==> config.mk <==
export PLATFORM = sky130hd
export DESIGN_NAME = midi_and_command_frame_parser
export DESIGN_NICKNAME = d
export VERILOG_FILES = /design/src/mcfp_pkg.sv /design/src/mcfp_cfg_regs.sv /design/src/mcfp_decoder.sv /design/src/mcfp_out_reg.sv /design/src/midi_and_command_frame_parser.sv
export SDC_FILE = /design/constraint.sdc
export NUM_CORES = 1
export LEC_CHECK = 0
export ABC_AREA = 1
export ABC_CLOCK_PERIOD_IN_PS = 5400
export BUFFER_PORTS_ARGS = -buffer_cell sky130_fd_sc_hd__buf_2
export CORE_ASPECT_RATIO = 1.4
export CORE_MARGIN = 4
export CORE_UTILIZATION = 29
export CTS_CLUSTER_SIZE = 10
export DETAILED_ROUTE_END_ITERATION = 10
export GPL_ROUTABILITY_DRIVEN = 0
export PLACE_DENSITY_LB_ADDON = 0.1
export SYNTH_ARGS = -nofsm -noshare
export SYNTH_HDL_FRONTEND = slang
export SYNTH_SLANG_ARGS = --single-unit
==> constraint.sdc <==
create_clock -name clk -period 5.4 [get_ports clk]
set_clock_uncertainty 0.05 [all_clocks]
set_input_delay 0.81 -clock clk [delete_from_list [all_inputs] [get_ports clk]]
set_output_delay 0.81 -clock clk [all_outputs]
set_load 0.02 [all_outputs]
==> src/mcfp_pkg.sv <==
// shared types and constants for the midi and command frame parser
// no dependencies; imported by every module of the block
package mcfp_pkg;

	// register indexes of the configuration port
	localparam logic [1:0] REG_HEADER_FIRST  = 2'd0;
	localparam logic [1:0] REG_HEADER_SECOND = 2'd1;
	localparam logic [1:0] REG_MAX_LENGTH    = 2'd2;
	localparam logic [1:0] REG_HANDSHAKE_CMD = 2'd3;

	// reset value of the length limit
	localparam logic [7:0] MAX_LENGTH_RESET = 8'd16;

	// midi status high nibbles (low nibble masked)
	localparam logic [7:0] ST_NOTE_OFF    = 8'h80;
	localparam logic [7:0] ST_NOTE_ON     = 8'h90;
	localparam logic [7:0] ST_CONTROL     = 8'hB0;
	localparam logic [7:0] ST_PROGRAM     = 8'hC0;
	localparam logic [7:0] ST_PITCH_BEND  = 8'hE0;
	localparam logic [7:0] HI_NIBBLE_MASK = 8'hF0;

	// handshake data values
	localparam logic [7:0] HS_ACK     = 8'h01;
	localparam logic [7:0] HS_REQUEST = 8'h00;

	// packet kinds
	localparam logic KIND_MIDI    = 1'b0;
	localparam logic KIND_COMMAND = 1'b1;

	// midi body lengths
	localparam logic [7:0] MIDI_LEN_SHORT = 8'd2;
	localparam logic [7:0] MIDI_LEN_LONG  = 8'd3;

	// output tdata width: four bytes and two flags, padded to whole bytes
	localparam int RES_BITS   = 34;
	localparam int TDATA_BITS = ((RES_BITS + 7) / 8) * 8;

	typedef enum logic [2:0] {
		PH_IDLE   = 3'd0,
		PH_HEAD2  = 3'd1,
		PH_LENGTH = 3'd2,
		PH_BODY   = 3'd3,
		PH_MIDI   = 3'd4
	} phase_t;

	typedef struct packed {
		logic [7:0] header_first;
		logic [7:0] header_second;
		logic [7:0] max_command_length;
		logic [7:0] handshake_command;
	} cfg_t;

	typedef struct packed {
		logic       link_connected;
		logic       handshake_reply;
		logic [7:0] packet_length;
		logic [7:0] byte_two;
		logic [7:0] byte_one;
		logic [7:0] byte_zero;
		logic       packet_kind;
	} result_t;

endpackage

==> src/mcfp_cfg_regs.sv <==
// configuration register bank of the parser
// depends on mcfp_pkg for register indexes and the cfg_t struct
module mcfp_cfg_regs import mcfp_pkg::*; (
	input  logic       clk,
	input  logic       arst_n,
	input  logic       cfg_valid,
	output logic       cfg_ready,
	input  logic [1:0] cfg_index,
	input  logic [7:0] cfg_data,
	output cfg_t       cfg
);

	cfg_t cfg_q;

	// writes are always taken
	assign cfg_ready = 1'b1;
	assign cfg       = cfg_q;

	// register write
	always_ff @(posedge clk or negedge arst_n) begin
		if (!arst_n) begin
			cfg_q.header_first       <= '0;
			cfg_q.header_second      <= '0;
			cfg_q.max_command_length <= MAX_LENGTH_RESET;
			cfg_q.handshake_command  <= '0;
		end else if (cfg_valid) begin
			case (cfg_index)
				REG_HEADER_FIRST:  cfg_q.header_first       <= cfg_data;
				REG_HEADER_SECOND: cfg_q.header_second      <= cfg_data;
				REG_MAX_LENGTH:    cfg_q.max_command_length <= cfg_data;
				REG_HANDSHAKE_CMD: cfg_q.handshake_command  <= cfg_data;
				default: ;
			endcase
		end
	end

endmodule

==> src/mcfp_decoder.sv <==
// byte decoder: input register, parser state and the per-byte update
// depends on mcfp_pkg for phase codes, constants and the cfg_t / result_t structs
module mcfp_decoder import mcfp_pkg::*; (
	input  logic       clk,
	input  logic       arst_n,
	input  cfg_t       cfg,
	input  logic       in_valid,
	output logic       in_ready,
	input  logic [7:0] in_byte,
	output logic       res_valid,
	input  logic       res_ready,
	output result_t    res
);

	logic       byte_valid_s1;
	logic [7:0] byte_s1;

	phase_t     phase_q, phase_d;
	logic [7:0] count_q, count_d;
	logic [7:0] exp_len_q, exp_len_d;
	logic [7:0] kept_q [3];
	logic [7:0] kept_d [3];
	logic       connected_q, connected_d;

	logic       advance;
	logic [7:0] hi;
	logic [7:0] count_inc;
	logic [7:0] k0, k1, k2;
	logic       done;
	logic       reply;

	// the held byte moves on when the result side has room
	assign advance  = byte_valid_s1 && res_ready;
	assign in_ready = !byte_valid_s1 || res_ready;

	// input register
	always_ff @(posedge clk or negedge arst_n) begin
		if (!arst_n) begin
			byte_valid_s1 <= 1'b0;
		end else if (in_ready) begin
			byte_valid_s1 <= in_valid;
		end
	end

	always_ff @(posedge clk) begin
		if (in_ready && in_valid) begin
			byte_s1 <= in_byte;
		end
	end

	// kept bytes after storing the current byte
	assign hi        = byte_s1 & HI_NIBBLE_MASK;
	assign count_inc = count_q + 8'd1;
	assign k0        = (count_q == 8'd0) ? byte_s1 : kept_q[0];
	assign k1        = (count_q == 8'd1) ? byte_s1 : kept_q[1];
	assign k2        = (count_q == 8'd2) ? byte_s1 : kept_q[2];

	// next state and result
	always_comb begin
		phase_d     = phase_q;
		count_d     = count_q;
		exp_len_d   = exp_len_q;
		kept_d      = kept_q;
		connected_d = connected_q;
		done        = 1'b0;
		reply       = 1'b0;

		res.packet_kind     = KIND_MIDI;
		res.byte_zero       = k0;
		res.byte_one        = k1;
		res.byte_two        = k2;
		res.packet_length   = exp_len_q;
		res.handshake_reply = 1'b0;
		res.link_connected  = connected_q;

		case (phase_q)
			PH_IDLE: begin
				if (hi inside {ST_NOTE_OFF, ST_NOTE_ON, ST_CONTROL, ST_PROGRAM,
						ST_PITCH_BEND}) begin
					exp_len_d = (hi == ST_PROGRAM) ? MIDI_LEN_SHORT : MIDI_LEN_LONG;
					kept_d[0] = byte_s1;
					count_d   = 8'd1;
					phase_d   = PH_MIDI;
				end else if (byte_s1 == cfg.header_first) begin
					phase_d = PH_HEAD2;
				end
			end
			PH_HEAD2: begin
				phase_d = (byte_s1 == cfg.header_second) ? PH_LENGTH : PH_IDLE;
			end
			PH_LENGTH: begin
				if (byte_s1 <= cfg.max_command_length) begin
					exp_len_d = byte_s1;
					phase_d   = PH_BODY;
				end else begin
					phase_d = PH_IDLE;
				end
			end
			PH_BODY: begin
				kept_d[0] = k0;
				kept_d[1] = k1;
				kept_d[2] = k2;
				count_d   = count_inc;
				if (count_inc >= exp_len_q) begin
					done = 1'b1;
					if (k0 == cfg.handshake_command) begin
						if (k1 == HS_ACK) begin
							connected_d = 1'b1;
						end else if (k1 == HS_REQUEST) begin
							reply = 1'b1;
						end
					end
				end
				res.packet_kind     = KIND_COMMAND;
				res.handshake_reply = reply;
				res.link_connected  = connected_d;
			end
			PH_MIDI: begin
				kept_d[0] = k0;
				kept_d[1] = k1;
				kept_d[2] = k2;
				count_d   = count_inc;
				done      = (count_inc >= exp_len_q);
			end
			default: begin
				phase_d = PH_IDLE;
			end
		endcase

		// back to idle clears everything but the connected flag
		if (done || phase_d == PH_IDLE) begin
			phase_d   = PH_IDLE;
			count_d   = '0;
			exp_len_d = '0;
			kept_d[0] = '0;
			kept_d[1] = '0;
			kept_d[2] = '0;
		end
	end

	assign res_valid = byte_valid_s1 && done;

	// parser state
	always_ff @(posedge clk or negedge arst_n) begin
		if (!arst_n) begin
			phase_q     <= PH_IDLE;
			count_q     <= '0;
			exp_len_q   <= '0;
			kept_q[0]   <= '0;
			kept_q[1]   <= '0;
			kept_q[2]   <= '0;
			connected_q <= 1'b0;
		end else if (advance) begin
			phase_q     <= phase_d;
			count_q     <= count_d;
			exp_len_q   <= exp_len_d;
			kept_q      <= kept_d;
			connected_q <= connected_d;
		end
	end

`ifndef ASSERT_OFF
	// idle always carries cleared counters
	a_idle_clear: assert property (@(posedge clk) disable iff (!arst_n)
		(phase_q == PH_IDLE) |-> (count_q == 8'd0 && exp_len_q == 8'd0))
		else $error("idle phase with stale byte count or length");

	// a completed packet leaves the parser idle
	a_done_idle: assert property (@(posedge clk) disable iff (!arst_n)
		(res_valid && res_ready) |=> (phase_q == PH_IDLE))
		else $error("parser not idle after a completed packet");

	// the connected flag is never cleared by parsing
	a_conn_sticky: assert property (@(posedge clk) disable iff (!arst_n)
		!$fell(connected_q))
		else $error("connected flag dropped");

	// a midi result never carries a handshake reply
	a_midi_reply: assert property (@(posedge clk) disable iff (!arst_n)
		(res_valid && res.packet_kind == KIND_MIDI) |-> !res.handshake_reply)
		else $error("handshake reply on a midi result");
`endif

endmodule

==> src/mcfp_out_reg.sv <==
// result register on the master side, takes a new result while one is being drained
// depends on mcfp_pkg for the result_t struct and output widths
module mcfp_out_reg import mcfp_pkg::*; (
	input  logic                  clk,
	input  logic                  arst_n,
	input  logic                  res_valid,
	output logic                  res_ready,
	input  result_t               res,
	output logic                  m_tvalid,
	input  logic                  m_tready,
	output logic [TDATA_BITS-1:0] m_tdata,
	output logic                  m_tuser
);

	logic    valid_q;
	result_t res_q;

	assign res_ready = !valid_q || m_tready;

	// valid flag
	always_ff @(posedge clk or negedge arst_n) begin
		if (!arst_n) begin
			valid_q <= 1'b0;
		end else if (res_ready) begin
			valid_q <= res_valid;
		end
	end

	// payload
	always_ff @(posedge clk) begin
		if (res_ready && res_valid) begin
			res_q <= res;
		end
	end

	// pack the master-side request
	assign m_tvalid = valid_q;
	assign m_tuser  = res_q.packet_kind;
	assign m_tdata  = {{(TDATA_BITS - RES_BITS){1'b0}},
		res_q.link_connected, res_q.handshake_reply, res_q.packet_length,
		res_q.byte_two, res_q.byte_one, res_q.byte_zero};

endmodule

==> src/midi_and_command_frame_parser.sv <==
// top level of the midi channel message and command frame parser
// depends on mcfp_pkg, mcfp_cfg_regs, mcfp_decoder and mcfp_out_reg
// Takes one received serial byte per request on the slave side and recognises
// midi channel messages (status 8x, 9x, Bx or Ex plus two data bytes, Cx plus
// one, no running status) and command frames (two header bytes, a length byte
// not above max_command_length, then that many body bytes, at least one). A
// byte that does not fit quietly returns the parser to idle. Each completed
// packet gives one master-side request with its first three bytes (missing
// ones zero). A byte is accepted every clock cycle unless the master side
// stalls; the completing byte passes the input register and then the result
// register; the per-byte state update is the only loop. Configuration writes
// are always taken and must only be made while no packet is in progress.
module midi_and_command_frame_parser import mcfp_pkg::*; (
	input  logic                  clk,
	input  logic                  arst_n,
	// configuration write channel
	input  logic                  cfg_valid,
	output logic                  cfg_ready,
	input  logic [1:0]            cfg_index,
	input  logic [7:0]            cfg_data,
	// slave side
	input  logic                  s_tvalid,
	output logic                  s_tready,
	input  logic [7:0]            s_tdata,  // rx_byte
	// master side
	output logic                  m_tvalid,
	input  logic                  m_tready,
	// byte_zero, byte_one, byte_two, packet_length, handshake_reply,
	// link_connected, zero padding
	output logic [TDATA_BITS-1:0] m_tdata,
	output logic                  m_tuser   // packet_kind
);

	cfg_t    cfg;
	result_t res;
	logic    res_valid;
	logic    res_ready;

	// configuration registers
	mcfp_cfg_regs u_cfg_regs (
		.clk       (clk),
		.arst_n    (arst_n),
		.cfg_valid (cfg_valid),
		.cfg_ready (cfg_ready),
		.cfg_index (cfg_index),
		.cfg_data  (cfg_data),
		.cfg       (cfg)
	);

	// byte decoder
	mcfp_decoder u_decoder (
		.clk       (clk),
		.arst_n    (arst_n),
		.cfg       (cfg),
		.in_valid  (s_tvalid),
		.in_ready  (s_tready),
		.in_byte   (s_tdata),
		.res_valid (res_valid),
		.res_ready (res_ready),
		.res       (res)
	);

	// result register
	mcfp_out_reg u_out_reg (
		.clk       (clk),
		.arst_n    (arst_n),
		.res_valid (res_valid),
		.res_ready (res_ready),
		.res       (res),
		.m_tvalid  (m_tvalid),
		.m_tready  (m_tready),
		.m_tdata   (m_tdata),
		.m_tuser   (m_tuser)
	);

endmodule
* Word level (Yosys, flattened, before mapping) *
Index checks and enable logic that the tools add are counted.

word-level totals
  memory bits (read-only) = 0
  RAM bits = 0
  latch bits = 0
  memories kept = 0
  input port bits = 23
  word-level logic and storage cells = 107
  output and inout port bits = 44
  register bits after elaboration = 121

operators by class
  multiplexer cells = 32
  multiply operators = 0
  div/mod/pow operators = 0
  equal/unequal tests = 20
  shift-type cells = 0
  $add $sub $neg = 1
  magnitude comparators = 2
  reductions and logical operators = 28
  bitwise operators = 3

operators by type and width
  kind                   number
  $mux W8                9
  $pmux W8 S2            3
  $eq A8 B8 Y1           3
  $mux W24               1
  $eq A4 B4 Y1 const B   5
  $eq A8 B1 Y1 const B   2
  $logic_not A8 Y1       2
  $mux W16               1
  $pmux W3 S4            1
  $reduce_and A2 Y1      6
  $mux W1                10
  $mux W3                3
  $add A8 B1 Y8 const B  1
  $eq A8 B2 Y1 const B   1
  $ge A8 B8 Y1           1
  $le A8 B8 Y1           1
  $eq A3 B2 Y1 const B   2
  $logic_not A3 Y1       2
  $mux W2                3
  $ne A3 B1 Y1 const B   2
  $reduce_bool A3 Y1     2
  $reduce_bool A5 Y1     1
  $eq A2 B2 Y1 const B   2
  $logic_and A1 B1 Y1    4
  other kinds (13)       18

* Depth between registers and ports, before layout *
Gate-level depths: netlist of the first run.

  depth after elaboration = 8
  depth in mapped cells = 18
  gate-level depth less buffers = 17

* By module *
From an unflattened synthesis of the first run, not the netlist that was laid out.

unflattened totals
  cell total of the unflattened synthesis = 735
  area total of the unflattened synthesis = 6496.2 um2

by module, submodules not included
  module         area each (um2)  times used  seq. area each (um2)  cells each
  mcfp_decoder   3902.5           1           1366.3                542
  mcfp_cfg_regs  1448.9           1           802.0                 145
  mcfp_out_reg   1144.8           1           1076.0                48

* Worst setup path before layout of the first run *
Ideal clock, no wire load.

  path type = reg2reg
  start point = register u_decoder.count_q[2]
  end point = register u_out_reg.res_q, in the netlist u_out_reg.m_tdata[0] (enable)
  slack = 1616 ps
  period minus slack after synthesis = 3784 ps
  stages on the path, launching flop included = 15
  arrival = 3307 ps
  data required time = 4923 ps
  buffers on the path = 0
  path through = dfrtp_1 -> nand2_1 -> inv_1 -> nand4_1 -> nor2_1 -> nand2_1 -> xor2_1 -> inv_1 -> ha_1 -> nand2_1 -> nor2_1 -> nand4_1 -> nand3_1 -> nand2_1 -> nor2_1

on the way
  cells in the longest elaborated chain, start to end = 6

ends and longest elaborated chain
  element                 RTL line                                  text
  from (decl)             mcfp_decoder.sv:19                        logic [7:0] count_q, count_d;
  from (signal assigned)  mcfp_decoder.sv:155                       count_q <= count_d;
  $add A8 B1 Y8 *         mcfp_decoder.sv:53                        assign count_inc = count_q + 8'd1;
  $ge A8 B8 Y1 *          mcfp_decoder.sv:104, mcfp_decoder.sv:123
  $mux W1                 mcfp_decoder.sv:104                       if (count_inc >= exp_len_q) begin
  $pmux W1 S2 *           mcfp_decoder.sv:76                        case (phase_q)
  $logic_and A1 B1 Y1 *   mcfp_decoder.sv:141                       assign res_valid = byte_valid_s1 && done;
  $logic_and A1 B1 Y1 *   mcfp_out_reg.sv:31                        if (res_ready && res_valid) begin
  to (signal assigned)    mcfp_out_reg.sv:32                        res_q <= res;
  to (decl)               mcfp_out_reg.sv:16                        result_t res_q;

Mark *: on every way between the ends. The rest lies on a longest branch, timed or not.
A chain may end at the register's enable or synchronous reset.

* Final worst setup path of the first run *
  start point = register u_decoder.count_q[2]
  end point = register u_out_reg.res_q, in the netlist u_out_reg.m_tdata[9] (enable)

The elaborated chain is that of the path after synthesis.

==> flow_summary.yaml, run 1 <==
critical_path:
  path_cells: "nand2_1 > inv_1 > nand4_1 > nor2_1 > nand2_1 > xor2_1 > inv_1 > ha_1 > nand2_1 > nor2_1 > nand4_1 > nand3_1 > nand2_1 > nor2_4"
  cp.arrival_ps: 3410
  cp_data_required_time_ps: 5380
  critical_path.max_fanout: 35
  startpoint: "u_decoder.count_q[2]"
  max_stage_delay_ps: 860
  timing.rr.start: "u_decoder.count_q[2]"
  worstSetupStartpointType: "flip-flop"
  worst_setup_path_end_kind: "flip-flop"
  crit_top_cell: "nand2_1"
  crit_slowest_cell: "nor2_4"
  crit_type: "flip-flop to flip-flop"
sta:
  finalSetupTns_ps: 0
  fin_crit_ps: 3424
  setup_slack_ps: 1976
  setup_viol: 0
  slew_headroom_pct: 28.75
  worstMarginPinSlew_ps: 1066
  maxSlewViolCount: 0
  rsz0062_at_grt: "false"
  min_period_over_period_pct: 63.40
  hold_viol_final: 0
  fmax_mhz: 292.1
cts:
  cts_hold_buf: 0
  numCtsBuffers: 17
  clkSlewWorstSetupHoldPaths_ps: 60
  root_buffer: "clkbuf_16"
  postCtsSetupBuffers: 0
  tritoncts: "done"
  htree_num_levels: 4
  cts_resized: 0
  clk_path_buf_depth: 2
  clk_latency_ps: 420
  cts.sinks: 121
die:
  die_w_um: 132.2
  row_count: 63
  start_util_pct: 29.56
  coreArea_mm2: 0.02120
  io-pin-count: 67
  die-area_mm2: 0.02406
  die_h_um: 181.9
logic_synthesis:
  synth_seq_cells: 121
  syn_area_per_cell_um2: 8.753
  synth_edf_count: 43
  synth_ff_type: "dfrtp_1"
  synth.distinct_cells: 39
  yosysSeqAreaShare_pct: 51.77
  yosysWarningCount: 0
  synth_top_cell_by_area: "dfrtp_1"
  synth_top_area_share_pct: 30.74
  netlist_instances: 716
  async_reset_ff_share_pct: 64.46
  synth.area.top_cells: "dfrtp_1, edfxtp_1, nand2_1"
  syn_area_mm2: 0.006267
final_layout:
  drive_above_1_share_pct: 17.18
  seq_area_mm2: 0.003244
  nNetsFinal: 816
  layout_common_cells: "nand2_1, dfrtp_1, inv_1"
  syn_to_final_growth_pct: 17.15
  fill_cells: 2178
  diodes: 0
  multi_input_area_mm2: 0.002587
  layout_commonest_cell: "nand2_1"
status:
  run_status: "complete, no violations"
power_and_ir_drop:
  power.density_mw_per_mm2: 434.4
  ir_worst_vdd_uv: 211.7
  p_leak_nw: 3.583
run:
  maxCapViolations: 0
global_route:
  grt_use_total_pct: 15.30
  antenna_found_initial: 0
  grt_pass1_vias: 5033
  grt_max_degree: 79
  overflow: 0
  grt_pass1_wl_mm: 28.29
routing:
  wl_per_cell_um: 16.92
  wl_mm: 17.70
  detail-route-antenna-nets: 0
  num_vias: 4975
  drcViolationCount: 0
  avgViaCountPerCell: 4.756
  firstDrtPassIters: 5
  drt_iter0_markers: 296
placement:
  numPortBuffers: 59
  dp_hpwl_mm: 12.42
  pre_cts_ws_ps: 1920
min_path:
  holdCritPathClass: "flip-flop to flip-flop"
  min_from: "u_decoder.connected_q"
[layer usage]
layer / part of all wire [%] / global-route usage, % / vias up
met2: 51 / 26.84 / 120
met3: 3.8 / 3.437 / 21
met4: 2.1 / 5.782 / 0
met1: 43 / 18.28 / 2391
met5: 0 / 0 / -
li1: - / - / 2443
[layout make-up]
cell class | instances | share of cell area (%)
inverters | 80 | 4.090
clock buffers | 25 | 6.766
repair buffers | 59 | 4.056
well taps | 260 | 4.431
multi-input cells | 494 | 35.24
flip-flops and latches | 121 | 44.19
clock inverters | 7 | 1.227
[where the power goes]
| part | leakage, nW | switching, mW | internal, mW |
|---|---|---|---|
| clock network | 0.282 | 0.411 | 0.729 |
| registers | 1.43 | 0.0943 | 1.10 |
| logic | 1.87 | 0.624 | 0.229 |
| total | 3.58 | 1.13 | 2.06 |
[critical path, delay by kind of cell (launching register included)]
family / cells / cell delay, ps
buffers and inverters: 2 / 160
AND/OR/NAND/NOR: 10 / 1860
adder cells (fa/ha/maj): 1 / 290
XOR/XNOR: 1 / 180
flip-flops: 1 / 470
[cell usage after synthesis (3+ instances only)]
library cell / instances
clkbuf_1: 8
nand3_1: 27
nand4_1: 41
a21oi_1: 14
edfxtp_1: 43
o21ai_1: 6
buf_4: 9
nor2_1: 46
xor2_1: 10
nand2_1: 218
nand3b_1: 3
nor3_1: 3
nor2_2: 3
o21ai_0: 49
nor2_4: 5
inv_1: 67
buf_2: 6
xnor2_1: 9
nand2_2: 13
nand3_2: 6
dfrtp_1: 77
inv_2: 13
ha_1: 20
buf_6: 3
[cells by family after synthesis]
family	synth area share (%)
buffers and inverters	7.367
other	0.1198
AND/OR/NAND/NOR	27.63
flip-flops	51.77
AO/OA/AOI/OAI	6.469
XOR/XNOR	2.655
adder cells (fa/ha/maj)	3.993
[sequential cells by signal, indices dropped and copies added, names as in the netlist]
register	count
u_out_reg.m_tdata	34
u_cfg_regs.cfg	32
u_decoder.kept_q	24
u_decoder.byte_s1	8
u_decoder.count_q	8
u_decoder.exp_len_q	8
u_decoder.phase_q	3
u_decoder.byte_valid_s1	1
u_decoder.connected_q	1
u_out_reg.m_tuser	1
u_out_reg.m_tvalid	1
[per-stage QoR]
stage / std cells / total power, mW / util (%) / cell area, um2 / hold WS (ps)
6_report: 1046 / 3.190 / 34.63 / 7342 / 420.6
5_1_grt: 1046 / 3.387 / 34.63 / 7342 / 441.1
4_1_cts: 1046 / 3.230 / 34.63 / 7342 / 421.8
3_5_place_dp: 1014 / 2.073 / 31.86 / 6755 / 406.3
3_3_place_gp: 1014 / 2.063 / 31.86 / 6755 / 398.9
2_1_floorplan: 721 / 1.821 / - / 6286 / 382.0
[path summary, 6_finish.rpt]
| check | slack [ps] | to | depth (start not counted) |
|---|---|---|---|
| hold reg to reg | 420 | u_decoder.connected_q | 2 |
| min in group asynchronous | 520 | u_cfg_regs.cfg[13] | 1 |
| hold / removal | 420 | u_decoder.connected_q | 2 |
| setup / recovery | 1980 | u_out_reg.m_tdata[9] | 14 |
| max in group asynchronous | 4100 | u_decoder.exp_len_q[2] | 1 |
| setup reg to reg | 1980 | u_out_reg.m_tdata[9] | 14 |
No activity file was read; power rests on OpenSTA's default activity.
==> inputs of run 2 (changes only) <==
Settings changed: ABC_AREA 1 to 0, ABC_CLOCK_PERIOD_IN_PS 5400 to 3600.
Clock period 5.4 ns to 3.6 ns, I/O delays scaled along.
==> run 2 against run 1 <==
Fmax grew 2.3%. Setup slack lost 1700 ps. Total power grew 63%. Final cell count shrank 24%. Sequential power grew 63%. Clock power grew 46%. Clock-buffer cell count shrank 8. Highest routed layer unchanged.
==> flow_summary.yaml, run 2 <==
global_route:
  antenna_found_initial: 0
  grt_pass1_vias: 4114
  grt_pass1_wl_mm: 23.86
  grt_max_degree: 79
  grt_use_total_pct: 14.00
  overflow: 0
logic_synthesis:
  yosysWarningCount: 0
  yosysSeqAreaShare_pct: 55.67
  synth_ff_type: "dfrtp_1"
  syn_area_mm2: 0.005828
  synth_seq_cells: 121
  synth.distinct_cells: 61
  async_reset_ff_share_pct: 64.46
  syn_area_per_cell_um2: 12.98
  synth_top_area_share_pct: 33.06
  netlist_instances: 449
  synth.most_common_cell: "dfrtp_1"
  synth_edf_count: 43
  synth_top_cell_by_area: "dfrtp_1"
  synth_common_cells: "dfrtp_1, mux2_2, edfxtp_1, a22o_1, inv_1"
  synth.area.top_cells: "dfrtp_1, edfxtp_1, mux2_2"
cts:
  tritoncts: "done"
  numCtsBuffers: 17
  cts.sinks: 121
  root_buffer: "clkbuf_16"
  clkSlewWorstSetupHoldPaths_ps: 60
  cts_hold_buf: 0
  clk_latency_ps: 410
  clk_path_buf_depth: 2
  htree_num_levels: 4
  cts_resized: 0
  postCtsSetupBuffers: 0
sta:
  worstMarginPinSlew_ps: 1053
  fmax_mhz: 298.9
  rsz0062_at_grt: "false"
  finalSetupTns_ps: 0
  hold_viol_final: 0
  maxSlewViolCount: 0
  setup_viol: 0
  slew_headroom_pct: 29.83
  fin_crit_ps: 3346
  min_period_over_period_pct: 92.93
final_layout:
  largest_register_ffs: 34
  syn_to_final_growth_pct: 20.89
  layout_commonest_cell: "dfrtp_1"
  layout_common_cells: "dfrtp_1, buf_2, mux2_2"
  diodes: 0
  layout.cells.non_filler: 791
  drive_above_1_share_pct: 31.91
  nNetsFinal: 569
routing:
  drcViolationCount: 0
  wl_mm: 14.95
  firstDrtPassIters: 4
  drt_iter0_markers: 165
  avgViaCountPerCell: 4.836
  detail-route-antenna-nets: 0
  wl_per_cell_um: 18.90
  num_vias: 3825
power_and_ir_drop:
  p_leak_nw: 3.074
  power.density_mw_per_mm2: 737.3
  ir_worst_vdd_uv: 277.7
critical_path:
  critical_path.max_fanout: 8
  timing.rr.start: "u_decoder.count_q[0]"
  rrSetupSlack_ps: 250
  crit_type: "flip-flop to flip-flop"
  timing.rr.end: "u_decoder.exp_len_q[4]"
  startpoint: "u_decoder.count_q[0]"
  worstSetupStartpointType: "flip-flop"
  cp.arrival_ps: 3640
  crit_path_end: "u_decoder.exp_len_q[4]"
  worst_setup_path_end_kind: "flip-flop"
  cp_data_required_time_ps: 3890
  reg2reg_depth: 11
die:
  start_util_pct: 29.37
  io-pin-count: 67
  die_w_um: 127.8
  die_h_um: 175.7
  coreArea_mm2: 0.01984
  die-area_mm2: 0.02246
  row_count: 61
placement:
  numPortBuffers: 59
  dp.cells: 759
  dp_hpwl_mm: 10.69
run:
  maxCapViolations: 0
min_path:
  holdCritPathClass: "input port to asynchronous set/reset pin"
status:
  run_status: "complete, no violations"
[run 2: metal layers]
layer	GRT usage, %	wire [um]	share of wire [%]	vias to the layer above
met3	3.438	514	3.4	20
li1	-	-	-	1804
met1	17.44	6566	44	1934
met2	23.62	7627	51	67
met5	0	0	0	-
met4	4.735	242	1.6	0
[run 2: worst min path at each step]
stage / endpoint / slack, ps / cells past startpoint
2_1_floorplan: u_cfg_regs.cfg[0] / 190 / 0
6_report: u_cfg_regs.cfg[14] / 250 / 1
3_5_place_dp: u_decoder.connected_q / 390 / 2
3_3_place_gp: u_decoder.connected_q / 390 / 2
4_1_cts: u_decoder.byte_s1[2] / 230 / 1
5_1_grt: u_decoder.byte_s1[2] / 230 / 1
[run 2: area by class of cell]
| cell class | instances | area [um2] |
|---|---|---|
| fill | 1994 | 12800 |
| clock inverter | 15 | 151.4 |
| sequential | 121 | 3244 |
| tap | 252 | 315.3 |
| timing repair buffer | 74 | 422.9 |
| inverter | 27 | 101.3 |
| clock buffer | 17 | 425.4 |
| multi-input combinational | 285 | 2385 |
[run 2: cells by family after synthesis]
group | count (synthesis) | share of synthesized area [%]
compound gates | 80 | 11.81
mux | 52 | 10.05
other cells | 2 | 0.1289
fa+ha+maj | 20 | 4.294
xor+xnor | 30 | 4.508
buf+inv | 48 | 3.950
flops | 121 | 55.67
simple gates | 96 | 9.597
[run 2: critical path: stages (launching register included)]
cell	delay, ps
dfrtp_1	470
ha_1	270
nand3_1	130
nor2_1	170
xor2_1	210
ha_1	300
a211oi_1	290
nand3_1	110
o22a_1	180
and2_1	250
o41ai_4	620
a22o_1	210
[run 2: metrics by stage]
| stage | hold WS, ps | instance area, um2 | worst slack (ps) | utilization [%] | power [mW] |
|---|---|---|---|---|---|
| 6_report | 250.3 | 7046 | 254.4 | 35.50 | 5.195 |
| 5_1_grt | 228.9 | 7046 | 3.721 | 35.50 | 5.490 |
| 4_1_cts | 228.2 | 7046 | 267.2 | 35.50 | 5.276 |
| 3_5_place_dp | 389.8 | 6469 | 300.6 | 32.60 | 3.592 |
| 3_3_place_gp | 386.8 | 6469 | 381.3 | 32.60 | 3.567 |
| 2_1_floorplan | 194.4 | 5849 | 238.7 | - | 3.042 |
[run 2: power breakdown]
part | leakage, nW | internal [mW] | switching, mW | total (mW)
Combinational | 1.40 | 0.639 | 0.936 | 1.57
Sequential | 1.40 | 1.78 | 0.179 | 1.96
Clock | 0.271 | 1.02 | 0.643 | 1.66
==> inputs of run 3 (changes only) <==
Settings changed: CORE_UTILIZATION 29 to 41.
==> run 3 against run 2 <==
Fmax about the same. Combinational power about the same. Die area decreased by 28%. Via count decreased by 0.34%. Highest routed layer unchanged.
==> flow_summary.yaml, run 3 (synthesized netlist as in run 2, its figures left out) <==
sta:
  hold_viol_final: 0
  rsz0062_at_grt: "false"
  fin_crit_ps: 3344
  fmax_mhz: 299.1
  maxSlewViolCount: 0
  setup_viol: 0
  finalSetupTns_ps: 0
  worstMarginPinSlew_ps: 1032
  slew_headroom_pct: 31.20
  min_period_over_period_pct: 92.88
status:
  run_status: "complete, no violations"
cts:
  cts_resized: 0
  tritoncts: "done"
  cts.sinks: 121
  clkSlewWorstSetupHoldPaths_ps: 60
  postCtsSetupBuffers: 0
  cts_hold_buf: 0
  clk_path_buf_depth: 2
  numCtsBuffers: 17
  htree_num_levels: 4
  root_buffer: "clkbuf_16"
  clk_latency_ps: 400
power_and_ir_drop:
  power.density_mw_per_mm2: 743.6
  ir_worst_vdd_uv: 400.4
  p_leak_nw: 3.086
final_layout:
  syn_to_final_growth_pct: 19.60
  layout_common_cells: "dfrtp_1, buf_2, mux2_2"
  layout_commonest_cell: "dfrtp_1"
  largest_register_ffs: 34
  diodes: 0
  layout.cells.non_filler: 724
  drive_above_1_share_pct: 31.35
  nNetsFinal: 570
global_route:
  antenna_found_initial: 0
  grt_pass1_wl_mm: 22.29
  grt_pass1_vias: 4079
  grt_max_degree: 79
  overflow: 0
  grt_use_total_pct: 18.44
die:
  io-pin-count: 67
  coreArea_mm2: 0.01391
  die_w_um: 108.8
  die_h_um: 149.1
  die-area_mm2: 0.01621
  row_count: 51
  start_util_pct: 41.90
critical_path:
  worst_setup_path_end_kind: "flip-flop"
  cp.arrival_ps: 3630
  cp_data_required_time_ps: 3880
  worstSetupStartpointType: "flip-flop"
  crit_type: "flip-flop to flip-flop"
  critical_path.max_fanout: 8
placement:
  numPortBuffers: 59
  dp.cells: 693
  dp_hpwl_mm: 9.705
routing:
  wl_per_cell_um: 19.15
  drt_iter0_markers: 269
  num_vias: 3812
  firstDrtPassIters: 4
  detail-route-antenna-nets: 0
  wl_mm: 13.87
  drcViolationCount: 0
  avgViaCountPerCell: 5.265
run:
  maxCapViolations: 0
min_path:
  holdCritPathClass: "input port to asynchronous set/reset pin"
==> run 3: area by class of cell <==
class	count	area (um2)
multi-input cells	285	2385
clock inverters	10	127.6
flip-flops and latches	121	3244
fillers	1260	6940
repair buffers	75	430.4
inverters	27	101.3
clock buffers	21	450.4
well taps	185	231.5
==> run 3: final timing paths <==
kind	start	end	slack [ps]	cells past startpoint
worst min-delay path	arst_n	u_cfg_regs.cfg[14]	260	1
max in group asynchronous	arst_n	u_decoder.kept_q[11]	2560	1
worst max-delay path	u_decoder.count_q[0]	u_decoder.exp_len_q[2]	260	11
min in group clk	s_tdata[5]	u_decoder.byte_s1[5]	260	1
worst max register to register	u_decoder.count_q[0]	u_decoder.exp_len_q[2]	260	11
worst min register to register	u_decoder.connected_q	u_decoder.connected_q	400	2
==> run 3: layer usage <==
layer  part of all wire (%)  vias up  global-route usage [%]
met5                      0        -                       0
met4                    2.0        0                   6.633
met3                    3.3       15                   3.768
met2                     52       77                   31.75
met1                     43     1905                   22.75
li1                       -     1815                       -
==> run 3: critical path: stages (launching register included) <==
cell,delay (ps)
dfrtp_1,460
ha_1,260
nand3_1,130
nor2_1,160
xor2_1,210
ha_1,300
a211oi_1,280
nand3_1,130
o22a_1,190
and2_1,240
o41ai_4,630
a22o_1,220
==> run 3: metrics by stage <==
step           power, mW  area, um2  hold WS (ps)  util, %  setup WS (ps)
4_1_cts            5.234       6970         240.7    50.11          278.5
6_report           5.183       6970         258.2    50.11          256.4
2_1_floorplan      3.042       5849         194.4        -          238.7
3_3_place_gp       3.513       6392         379.4    45.95          396.5
3_5_place_dp       3.545       6392         393.8    45.95          295.4
5_1_grt            5.472       6970         240.9    50.11          6.569
==> run 3: power by group <==
| part | switching [mW] | total, mW | leakage [nW] | internal, mW |
|---|---|---|---|---|
| sequential | 0.182 | 1.96 | 1.40 | 1.78 |
| clock | 0.578 | 1.67 | 0.278 | 1.09 |
| combinational | 0.910 | 1.55 | 1.41 | 0.638 |
| total | 1.67 | 5.18 | 3.09 | 3.51 |
